File: src/rtl/core/mfls_pkg.sv
// shared types, codes and helpers for the mono framebuffer line sender
package mfls_pkg;

  // field widths of one input item and one result item
  localparam int MODE_W = 2;
  localparam int POS_W  = 8;
  localparam int SIZE_W = 9;
  localparam int BYTE_W = 8;

  // operation codes carried in the mode field
  typedef enum logic [MODE_W-1:0] {
    MODE_PIXEL = 2'd0,
    MODE_RECT  = 2'd1,
    MODE_FILL  = 2'd2,
    MODE_SEND  = 2'd3
  } mode_t;

  // start request from the control block to the line transmitter
  typedef struct packed {
    logic              start;
    logic [BYTE_W-1:0] hdr;
  } tx_req_t;

  // reverse the bit order of one byte
  function automatic logic [BYTE_W-1:0] flip_bits(input logic [BYTE_W-1:0] v);
    logic [BYTE_W-1:0] t;
    t = ((v & 8'hF0) >> 4) | ((v & 8'h0F) << 4);
    t = ((t & 8'hCC) >> 2) | ((t & 8'h33) << 2);
    t = ((t & 8'hAA) >> 1) | ((t & 8'h55) << 1);
    return t;
  endfunction

endpackage

File: src/rtl/core/mfls_out_if.sv
// result channel: one panel byte per item
interface mfls_out_if;
  import mfls_pkg::*;

  logic              valid;
  logic              ready;
  logic [BYTE_W-1:0] out_byte;
  logic              last_byte;

  modport source (output valid, out_byte, last_byte, input ready);
  modport sink (input valid, out_byte, last_byte, output ready);
endinterface

File: src/rtl/core/mfls_line_tx.sv
// line transmitter: header byte, buffered line bytes, zero trailer
module mfls_line_tx #(
  parameter int LINE_BYTES    = 32,
  parameter int TRAILER_BYTES = 4
) (
  input  logic                    clk,
  input  logic                    rst_n,
  input  mfls_pkg::tx_req_t       req,
  input  logic [LINE_BYTES*8-1:0] line,
  output logic                    busy,
  mfls_out_if.source              out_ch
);
  import mfls_pkg::*;

  localparam int TOTAL = 1 + LINE_BYTES + TRAILER_BYTES;
  localparam int CNT_W = $clog2(TOTAL);
  localparam int ROW_W = LINE_BYTES * 8;

  logic              busy_r, busy_nxt;
  logic [CNT_W-1:0]  cnt_r, cnt_nxt;
  logic [BYTE_W-1:0] hdr_r, hdr_nxt;
  logic [ROW_W-1:0]  line_r, line_nxt;
  logic              ovalid_r, ovalid_nxt;
  logic [BYTE_W-1:0] obyte_r, obyte_nxt;
  logic              olast_r, olast_nxt;
  logic              slot_free;
  logic              is_data;

  assign slot_free = !ovalid_r || out_ch.ready;
  assign is_data   = (cnt_r != '0) && (cnt_r <= CNT_W'(LINE_BYTES));

  // next byte selection and line shift
  always_comb begin
    busy_nxt   = busy_r;
    cnt_nxt    = cnt_r;
    hdr_nxt    = hdr_r;
    line_nxt   = line_r;
    ovalid_nxt = ovalid_r;
    obyte_nxt  = obyte_r;
    olast_nxt  = olast_r;
    if (out_ch.ready) begin
      ovalid_nxt = 1'b0;
    end
    if (busy_r && slot_free) begin
      ovalid_nxt = 1'b1;
      olast_nxt  = (cnt_r == CNT_W'(TOTAL - 1));
      if (cnt_r == '0) begin
        obyte_nxt = hdr_r;
      end else if (is_data) begin
        obyte_nxt = flip_bits(line_r[BYTE_W-1:0]);
        line_nxt  = line_r >> BYTE_W;
      end else begin
        obyte_nxt = '0;
      end
      cnt_nxt = cnt_r + CNT_W'(1);
      if (cnt_r == CNT_W'(TOTAL - 1)) begin
        busy_nxt = 1'b0;
      end
    end
    if (req.start) begin
      busy_nxt = 1'b1;
      cnt_nxt  = '0;
      hdr_nxt  = req.hdr;
      line_nxt = line;
    end
  end

  // control registers
  always_ff @(posedge clk) begin
    if (!rst_n) begin
      busy_r   <= 1'b0;
      ovalid_r <= 1'b0;
    end else begin
      busy_r   <= busy_nxt;
      ovalid_r <= ovalid_nxt;
    end
  end

  // payload registers
  always_ff @(posedge clk) begin
    cnt_r   <= cnt_nxt;
    hdr_r   <= hdr_nxt;
    line_r  <= line_nxt;
    obyte_r <= obyte_nxt;
    olast_r <= olast_nxt;
  end

  assign busy             = busy_r;
  assign out_ch.valid     = ovalid_r;
  assign out_ch.out_byte  = obyte_r;
  assign out_ch.last_byte = olast_r;

endmodule

File: src/flat_wrapper.sv
// flat-port wrapper written by rule: the top's interface ports become plain ports
module mfls_line_tx_flat import mfls_pkg::*;
#(
  parameter int LINE_BYTES    = 32,
  parameter int TRAILER_BYTES = 4
)
  (clk, rst_n, req, line, busy, out_ch_valid, out_ch_out_byte, out_ch_last_byte, out_ch_ready);
  mfls_out_if out_ch_i ();
  input  logic clk;
  input  logic rst_n;
  input  mfls_pkg::tx_req_t req;
  input  logic [LINE_BYTES*8-1:0] line;
  output logic busy;
  output wire logic [$bits(out_ch_i.valid)-1:0] out_ch_valid;
  output wire logic [$bits(out_ch_i.out_byte)-1:0] out_ch_out_byte;
  output wire logic [$bits(out_ch_i.last_byte)-1:0] out_ch_last_byte;
  input wire logic [$bits(out_ch_i.ready)-1:0] out_ch_ready;
  assign out_ch_valid = out_ch_i.valid;
  assign out_ch_out_byte = out_ch_i.out_byte;
  assign out_ch_last_byte = out_ch_i.last_byte;
  assign out_ch_i.ready = out_ch_ready;
  mfls_line_tx #(.LINE_BYTES(LINE_BYTES), .TRAILER_BYTES(TRAILER_BYTES)) u_core (.clk(clk), .rst_n(rst_n), .req(req), .line(line), .busy(busy), .out_ch(out_ch_i));
endmodule
File: config.mk
export PLATFORM = sky130hd
export DESIGN_NAME = mfls_line_tx_flat
export DESIGN_NICKNAME = d
export VERILOG_FILES = /design/src/rtl/core/mfls_pkg.sv /design/src/rtl/core/mfls_out_if.sv /design/src/rtl/core/mfls_line_tx.sv /design/src/flat_wrapper.sv
export SDC_FILE = /design/constraint.sdc
export NUM_CORES = 1
export LEC_CHECK = 0
export ABC_AREA = 1
export ABC_CLOCK_PERIOD_IN_PS = 14100
export BUFFER_PORTS_ARGS = -buffer_cell sky130_fd_sc_hd__buf_2
export CORE_UTILIZATION = 58
export DETAILED_ROUTE_END_ITERATION = 16
export GPL_TIMING_DRIVEN = 0
export HOLD_SLACK_MARGIN = 0.1
export PLACE_DENSITY = 0.85
export SETUP_SLACK_MARGIN = 0.3
export SLEW_MARGIN = 20
export SYNTH_ARGS = -nofsm -noshare
export SYNTH_HDL_FRONTEND = slang
export SYNTH_SLANG_ARGS = --single-unit
export TNS_END_PERCENT = 1
File: constraint.sdc
create_clock -name clk -period 14.1 [get_ports clk]
set_clock_uncertainty 0.2 [all_clocks]
set_input_delay 1.41 -clock clk [delete_from_list [all_inputs] [get_ports clk]]
set_output_delay 1.41 -clock clk [all_outputs]
set_load 0.05 [all_outputs]
==> results.json, run 1 <==
{
  "status": "finished, final reports clean",
  "power_density_nw_per_um2": 135,
  "critical_path.startpoint_type": "primary input",
  "holdCritPathClass": "reg2reg",
  "overflow": 0,
  "finalSetupTns_ns": 0,
  "path_clk_slew_ns": 0.06,
  "ys_warn_count": 0,
  "n_fill_cell": 1401,
  "syn_nets": 1445,
  "drive_gt1_share_pct": 25.8,
  "rr_endpoint": "u_core.line_r[139]",
  "ys_seq_area_share_pct": 70.0,
  "synth_cell_types": 23,
  "drtPass1Iterations": 5,
  "die_w_um": 145,
  "cp_num_buf_inv": 5,
  "syn_area_sq_um": 11900,
  "yosysTopAreaCell": "edfxtp_1",
  "period_share_pct": 25.7,
  "vias_per_cell": 5.03,
  "crit_path_start": "out_ch_ready",
  "ios": 279,
  "end_kind": "register",
  "io_buffers": 278,
  "holdBufCountCts": 0,
  "cp.arrival_ns": 3.62,
  "cts_setup_buffers": 0,
  "combPwrFrac_pct": 10.1,
  "place_congestion": 0.896,
  "p_clk_share_pct": 37.5,
  "clock-sinks": 281,
  "critPathKind": "in2reg",
  "cts_root_buf": "clkbuf_16",
  "required_ns": 14.09,
  "p_sw_share_pct": 22.6,
  "p_int_mw": 1.54,
  "routedWlPerCell_um": 14.5,
  "fmax_ghz": 0.276,
  "core_sq_um": 20200,
  "max_slew_margin_pct": 53.9,
  "synth_top_cell_area_share_pct": 68.7,
  "vias": 8940,
  "path_cells": "buf_2 -> inv_1 -> nand2_1 -> nand2_2 -> inv_1 -> nand3_1 -> nand2_4 -> buf_16 -> buf_16",
  "ir_drop_v": 0.000107,
  "seq_power_share_pct": 52.4,
  "worst_r2r_startpoint": "u_core.cnt_r[0]",
  "grt_use_total_pct": 24.3,
  "synthCells": 1175,
  "cts_buffer_depth": 3,
  "final-hold-violation-count": 0,
  "max-cap-violations": 0,
  "worst-r2r-setup-slack_ns": 11.08,
  "nNetsFinal": 1757,
  "htreeDepth": 1,
  "synth.area.top_cells": "edfxtp_1, nand2_1, buf_2",
  "p_leak_nw": 7.08,
  "final_common_cell": "nand2_1",
  "synth-seq-cells": 281,
  "grt_pass1_wl_mm": 40.6,
  "grt_max_degree": 62,
  "cts-resized-gates": 0,
  "antenna_found_initial": 3,
  "hp-start": "u_core.busy",
  "drtAntennaViolNets": 0,
  "clk_latency_ns": 0.53,
  "rsz0062_at_grt": "false",
  "wl_mm": 25.9,
  "critPathCapture": "u_core.line_r[139]",
  "cts_tree": "done",
  "area_growth_pct": 23.2,
  "cp_top_family": "buffers and inverters",
  "ff2ff_path_depth": 8,
  "grt_pass1_vias": 8688,
  "fin_total_pwr_mw": 1.99,
  "start_util_pct": 59.0,
  "crit_cells": 9,
  "slew_violations": 0,
  "dieArea_sq_um": 21200,
  "slowest_stage": "nand2_4",
  "final-setup-viol-count": 0,
  "timing.final.crit_period_ns": 3.63,
  "numCtsBuffers": 28,
  "mostFrequentLayoutCells": "nand2_1, buf_2, edfxtp_1",
  "cp_max_fo": 61,
  "fp.dieH_um": 145,
  "worst_slew_pin_slew_ns": 0.692,
  "p_switching_uw": 450,
  "slowest_delay_ns": 0.54,
  "rows": 52,
  "syn_avg_cell_area_sq_um": 10.2,
  "drtIter0Drc": 585,
  "drc": 0,
  "dp_hpwl_mm": 18.2
}
[power groups by stage]
stage | clock (mW) | combinational [mW] | sequential (mW)
finish | 0.746 | 0.201 | 1.04
CTS | 0.754 | 0.202 | 1.04
global placement | 0 | 0.186 | 1.08
detailed placement | 0 | 0.200 | 1.06
global route | 0.781 | 0.225 | 1.05
floorplan | 0 | 0.107 | 1.08
[flip-flops by register name, indices dropped and copies added (netlist names)]
signal                   flops
u_core.out_ch.last_byte      1
u_core.hdr_r                 8
u_core.busy                  1
u_core.cnt_r                 6
u_core.out_ch.out_byte       8
u_core.line_r              256
u_core.out_ch.valid          1
[how the worst min path moves through the flow]
stage | end | slack, ns | cells after the start
after floorplan | u_core.cnt_r[1] | 0.26 | 2
after CTS | u_core.busy | 0.29 | 2
after global routing | u_core.busy | 0.32 | 2
final | u_core.busy | 0.29 | 2
after detailed placement | u_core.busy | 0.28 | 2
after global placement | u_core.cnt_r[1] | 0.27 | 2
[worst register-to-register path, stage by stage, from the launching register on]
cell     delay (ns)
dfxtp_1        0.32
inv_1          0.09
ha_1           0.23
nand3_4        0.12
o21ai_4        0.27
nand3_1        0.18
nand2_4        0.54
buf_16         0.35
buf_16         0.36
[layout make-up]
type	count	area [sq um]	share of cell area, %
flip-flops and latches	281	8360	56.8
multi-input cells	818	3180	21.6
repair buffers	282	1490	10.2
clock buffers	33	741	5.04
well taps	270	338	2.30
plain buffers	57	335	2.28
clock inverters	16	181	1.23
inverters	19	76.3	0.519
diodes	3	7.51	0.0510
[per-layer routing]
metal	track usage (%)	vias to the layer above	wire (um)
li1	-	4413	-
met1	30.3	4078	10200
met2	43.1	378	12900
met3	3.76	69	1810
met4	9.26	2	861
met5	0	-	11
[synth_stat cells]
| cell | number |
|---|---|
| nand3_4 | 1 |
| inv_2 | 3 |
| nand3_1 | 14 |
| inv_1 | 15 |
| o21ai_0 | 3 |
| a21oi_2 | 1 |
| nand2_2 | 1 |
| buf_4 | 18 |
| nor2_1 | 4 |
| buf_6 | 1 |
| nand2_4 | 1 |
| nand4_1 | 1 |
| edfxtp_1 | 273 |
| buf_2 | 37 |
| nor2_4 | 1 |
| o21ai_4 | 1 |
| clkbuf_1 | 1 |
| ha_1 | 2 |
| nand2_1 | 781 |
| inv_6 | 1 |
| nor3_1 | 1 |
| dfxtp_1 | 8 |
| a21oi_1 | 6 |
[through the flow]
step                      util, %  cell area (sq um)  std cells  hold slack [ns]  setup slack, ns
after global routing         72.7              14700       1778            0.321            10.26
after detailed placement     68.1              13800       1727            0.285             9.93
final                        72.7              14700       1779            0.294            10.47
after CTS                    72.7              14700       1776            0.294            10.48
after global placement       67.5              13700       1723            0.275             3.34
after floorplan                 -              11900       1175            0.264             5.76
[kinds of logic (layout without fill, tap and decap cells)]
logic type               count (synthesis)  after routing  share of synthesized area (%)
AND/OR/NAND/NOR                        805            805                           25.7
flip-flops                             281            281                           70.0
AO/OA/AOI/OAI                           11             11                          0.587
adder cells (fa/ha/maj)                  2              2                          0.210
buffers and inverters                   76            407                           3.45
other                                    0              3                              0
No activity file was read; power rests on OpenSTA's default activity.
==> run 2, diff against run 1 <==
--- a/config.mk
+++ b/config.mk
@@ -5,14 +5,14 @@
 export SDC_FILE = /design/constraint.sdc
 export NUM_CORES = 1
 export LEC_CHECK = 0
-export ABC_AREA = 1
-export ABC_CLOCK_PERIOD_IN_PS = 14100
+export ABC_AREA = 0
+export ABC_CLOCK_PERIOD_IN_PS = 3200
 export BUFFER_PORTS_ARGS = -buffer_cell sky130_fd_sc_hd__buf_2
-export CORE_UTILIZATION = 58
+export CORE_UTILIZATION = 49
 export DETAILED_ROUTE_END_ITERATION = 16
 export GPL_TIMING_DRIVEN = 0
 export HOLD_SLACK_MARGIN = 0.1
-export PLACE_DENSITY = 0.85
+export PLACE_DENSITY = 0.77
 export SETUP_SLACK_MARGIN = 0.3
 export SLEW_MARGIN = 20
 export SYNTH_ARGS = -nofsm -noshare
==> constraint.sdc (replaced) <==
create_clock -name clk -period 3.2 [get_ports clk]
set_clock_uncertainty 0.2 [all_clocks]
set_input_delay 0.32 -clock clk [delete_from_list [all_inputs] [get_ports clk]]
set_output_delay 0.32 -clock clk [all_outputs]
set_load 0.05 [all_outputs]
==> run 2 against run 1 <==
  * The run now fails in clock tree synthesis (4_1_cts)
  * Area after synthesis decreased by 0.92%
  * Synthesized cell count decreased by 46%
==> results.json, run 2 <==
{
  "syn_nets": 907,
  "yosysMostFrequentCell": "edfxtp_1",
  "rows": 56,
  "dp_hpwl_mm": 16.8,
  "synth_top_cell_area_share_pct": 69.3,
  "synth-seq-cells": 281,
  "dp_cells": 1238,
  "synthXorXnorAreaFrac_pct": 0.0740,
  "synth_compound_area_share_pct": 0.973,
  "ys.flop_type": "edfxtp_1",
  "synth.area.top_cells": "edfxtp_1, mux2_1, dfxtp_1",
  "haltStage": "clock tree synthesis (4_1_cts)",
  "cts_setup_buffers": 0,
  "numCtsBuffers": 30,
  "place_congestion": 0.804,
  "status": "stopped before the end",
  "start_util_pct": 50.2,
  "ys_seq_area_share_pct": 70.7,
  "synthMuxAreaShare_pct": 24.5,
  "synth_edf_count": 273,
  "clock-sinks": 281,
  "pre_cts_slack_ns": 0.252,
  "holdBufCountCts": 259,
  "cts-resized-gates": 0,
  "async_flop_share_pct": 0,
  "firstError": "[ERROR RSZ-0060] Max buffer count reached.",
  "post_dp_cell_area_sq_um": 13800,
  "syn_area_sq_um": 11800,
  "synth_common_cells": "edfxtp_1, mux2_1, buf_2, nand3_1, o21ai_1",
  "cts_root_buf": "clkbuf_16",
  "synth_cell_types": 32,
  "die_w_um": 157,
  "htreeDepth": 1,
  "synth_top_family_by_area": "multiplexers",
  "synthAdderAreaFrac_pct": 0.212,
  "io_buffers": 278,
  "syn_avg_cell_area_sq_um": 18.6,
  "cts_buffer_depth": 3,
  "ys_warn_count": 0,
  "synthSimpleGateAreaFrac_pct": 1.80,
  "yosysTopAreaCell": "edfxtp_1",
  "ios": 279,
  "fp.dieH_um": 157,
  "synthCells": 637
}
==> run 2: cell count changes after synthesis, moves of 8 or more <==
cell     delta
and2_1      +8
inv_1      -11
mux2_1    +248
buf_4      -18
o21ai_1    +11
buf_2       -8
mux2i_1     +8
nand2_1   -780
==> run 2: metrics by stage <==
stage	setup TNS (ns)	utilization, %
after detailed placement	0	58.5
after global placement	-268.43	58.1
after floorplan	-34.59	-
==> run 2: cell families after synthesis <==
| group | Yosys count |
|---|---|
| fa+ha+maj | 2 |
| compound gates | 20 |
| buf+inv | 39 |
| mux | 258 |
| xor+xnor | 1 |
| flops | 281 |
| simple gates | 36 |
==> run 3, diff against run 2 <==
--- a/config.mk
+++ b/config.mk
@@ -6,14 +6,12 @@
 export NUM_CORES = 1
 export LEC_CHECK = 0
 export ABC_AREA = 0
-export ABC_CLOCK_PERIOD_IN_PS = 3200
+export ABC_CLOCK_PERIOD_IN_PS = 4200
 export BUFFER_PORTS_ARGS = -buffer_cell sky130_fd_sc_hd__buf_2
-export CORE_UTILIZATION = 49
+export CORE_UTILIZATION = 40
 export DETAILED_ROUTE_END_ITERATION = 16
 export GPL_TIMING_DRIVEN = 0
-export HOLD_SLACK_MARGIN = 0.1
-export PLACE_DENSITY = 0.77
-export SETUP_SLACK_MARGIN = 0.3
+export PLACE_DENSITY_LB_ADDON = 0.15
 export SLEW_MARGIN = 20
 export SYNTH_ARGS = -nofsm -noshare
 export SYNTH_HDL_FRONTEND = slang
==> constraint.sdc (replaced) <==
create_clock -name clk -period 4.2 [get_ports clk]
set_clock_uncertainty 0.2 [all_clocks]
set_input_delay 0.42 -clock clk [delete_from_list [all_inputs] [get_ports clk]]
set_output_delay 0.42 -clock clk [all_outputs]
set_load 0.05 [all_outputs]
==> run 3 against run 2 <==
  * The flow now finishes without violations
  * Synthesized cell count did not move
  * Area after synthesis did not move
==> results.json, run 3 <==
{
  "status": "finished, final reports clean",
  "cts-resized-gates": 0,
  "syn_avg_cell_area_sq_um": 18.6,
  "required_ns": 4.23,
  "critical_path.startpoint_type": "register",
  "mostFrequentLayoutCells": "buf_2, edfxtp_1, dlygate4sd3_1",
  "pre_cts_slack_ns": 0.799,
  "synth_edf_count": 273,
  "synth_cell_types": 32,
  "dp_hpwl_mm": 17.4,
  "synth_common_cells": "edfxtp_1, mux2_1, buf_2, nand3_1, o21ai_1",
  "ff2ff_path_depth": 6,
  "final-hold-violation-count": 0,
  "dieArea_sq_um": 30300,
  "grt_pass1_wl_mm": 43.3,
  "finalSetupTns_ns": 0,
  "max-cap-violations": 0,
  "cp_top_family": "buffers and inverters",
  "grtUsageMet1_pct": 22.5,
  "vias": 7570,
  "slowest_stage": "nor2_1",
  "p_clk_share_pct": 36.9,
  "cp.arrival_ns": 3.37,
  "htreeDepth": 1,
  "syn_nets": 907,
  "period_share_pct": 79.6,
  "end_kind": "register",
  "p_sw_share_pct": 21.9,
  "synth.area.top_cells": "edfxtp_1, mux2_1, dfxtp_1",
  "drtAntennaViolNets": 0,
  "final-setup-viol-count": 0,
  "timing.final.crit_period_ns": 3.34,
  "path_cells": "inv_1 -> nor2_1 -> a21o_4 -> buf_16 -> buf_16 -> buf_12",
  "crit_path_frequent_cell": "buf_16",
  "antenna_found_initial": 1,
  "ys_warn_count": 0,
  "post-route-util_pct": 60.0,
  "worst_slew_pin_slew_ns": 1.02,
  "met2_usage_pct": 32.1,
  "io_buffers": 278,
  "holdCritPathClass": "in2reg",
  "overflow": 0,
  "setup_slack_ns": 0.855,
  "routedWlPerCell_um": 16.9,
  "core_sq_um": 28900,
  "area_growth_pct": 46.8,
  "cts_root_buf": "clkbuf_16",
  "drtIter0Drc": 417,
  "max_slew_margin_pct": 31.5,
  "rsz0062_at_grt": "false",
  "power_density_nw_per_um2": 387,
  "nNetsFinal": 1484,
  "syn_area_sq_um": 11800,
  "top_usage_layer": "met2",
  "p_switching_mw": 1.47,
  "drive_gt1_share_pct": 29.2,
  "p_leak_nw": 6.79,
  "clock-sinks": 281,
  "ir_drop_v": 0.000363,
  "ys_seq_area_share_pct": 70.7,
  "use_met3_pct": 3.59,
  "drtPass1Iterations": 4,
  "hold_depth": 2,
  "max_flop_register": "u_core.line_r",
  "largest_reg_flops": 256,
  "combPwrFrac_pct": 11.6,
  "drc": 0,
  "slowest_delay_ns": 0.81,
  "cts_tree": "done",
  "grt_max_degree": 54,
  "seq_power_share_pct": 51.5,
  "yosysTopAreaCell": "edfxtp_1",
  "yosysMostFrequentCell": "edfxtp_1",
  "synth-seq-cells": 281,
  "final_common_cell": "buf_2",
  "worst-r2r-setup-slack_ns": 0.86,
  "holdBufCountCts": 261,
  "numCtsBuffers": 31,
  "cp_num_buf_inv": 4,
  "clk_latency_ns": 0.54,
  "synth_top_cell_area_share_pct": 69.3,
  "rows": 62,
  "critPathKind": "reg2reg",
  "p_int_mw": 5.26,
  "crit_cells": 6,
  "fmax_ghz": 0.299,
  "cts_setup_buffers": 0,
  "place_congestion": 0.755,
  "wl_mm": 27.4,
  "ios": 279,
  "die_w_um": 174,
  "slew_violations": 0,
  "ys.flop_type": "edfxtp_1",
  "cts_buffer_depth": 3,
  "synthCells": 637,
  "grt_pass1_vias": 8368,
  "grt_use_total_pct": 18.0,
  "fp.dieH_um": 174,
  "cp_max_fo": 50,
  "start_util_pct": 40.9,
  "async_flop_share_pct": 0,
  "path_clk_slew_ns": 0.06,
  "vias_per_cell": 4.66
}
## run 3: cell counts after synthesis
Identical to the previous run, type by type.
## run 3: kinds of logic (layout without fill, tap and decap cells)
group           count (synthesis)  in the layout  share of synthesized area [%]
compound gates                 20             20                          0.973
other cells                     0              1                              0
xor+xnor                        1              1                         0.0741
buf+inv                        39            640                           1.81
fa+ha+maj                       2              2                          0.212
mux                           258            258                           24.5
flops                         281            281                           70.7
simple gates                   36             36                           1.80
## run 3: area by class of cell
cell class	instances	area, sq um
Timing Repair Buffer	544	4130
Fill cell	2206	11600
Multi-Input combinational cell	317	3260
Inverter	4	15.0
Clock inverter	19	115
Sequential cell	281	8360
Clock buffer	38	802
Tap cell	384	480
Buffer	35	199
Antenna cell	1	2.50
## run 3: power groups by stage
stage                     clock network (mW)  registers [mW]  logic, mW
final                                   2.48            3.47      0.780
after global placement                     0            3.54      0.547
after detailed placement                   0            3.53      0.581
after global routing                    2.66            3.49      0.848
after floorplan                            0            3.53      0.314
after CTS                               2.55            3.47      0.782
## run 3: per-layer routing
metal | wire length [um] | share of wire, %
met5 | 0 | 0
met4 | 466 | 1.7
met3 | 1370 | 5.0
met2 | 13700 | 50
met1 | 11800 | 43
## run 3: through the flow
stage | power, mW | hold slack (ns) | instances | area, sq um
after CTS | 6.80 | 0.00577 | 1622 | 17400
after floorplan | 3.85 | 0.285 | 637 | 11800
final | 6.73 | 0.0331 | 1623 | 17400
after detailed placement | 4.11 | 0.310 | 1304 | 13800
after global placement | 4.08 | 0.302 | 1299 | 13700
after global routing | 7.00 | 0.0110 | 1623 | 17400
## run 3: worst paths after layout
path / start / endpoint
hold reg to reg: u_core.line_r[96] / u_core.line_r[88]
setup reg to reg: u_core.busy / u_core.line_r[122]
setup / recovery: u_core.busy / u_core.line_r[122]
hold / removal: line[239] / u_core.line_r[239]
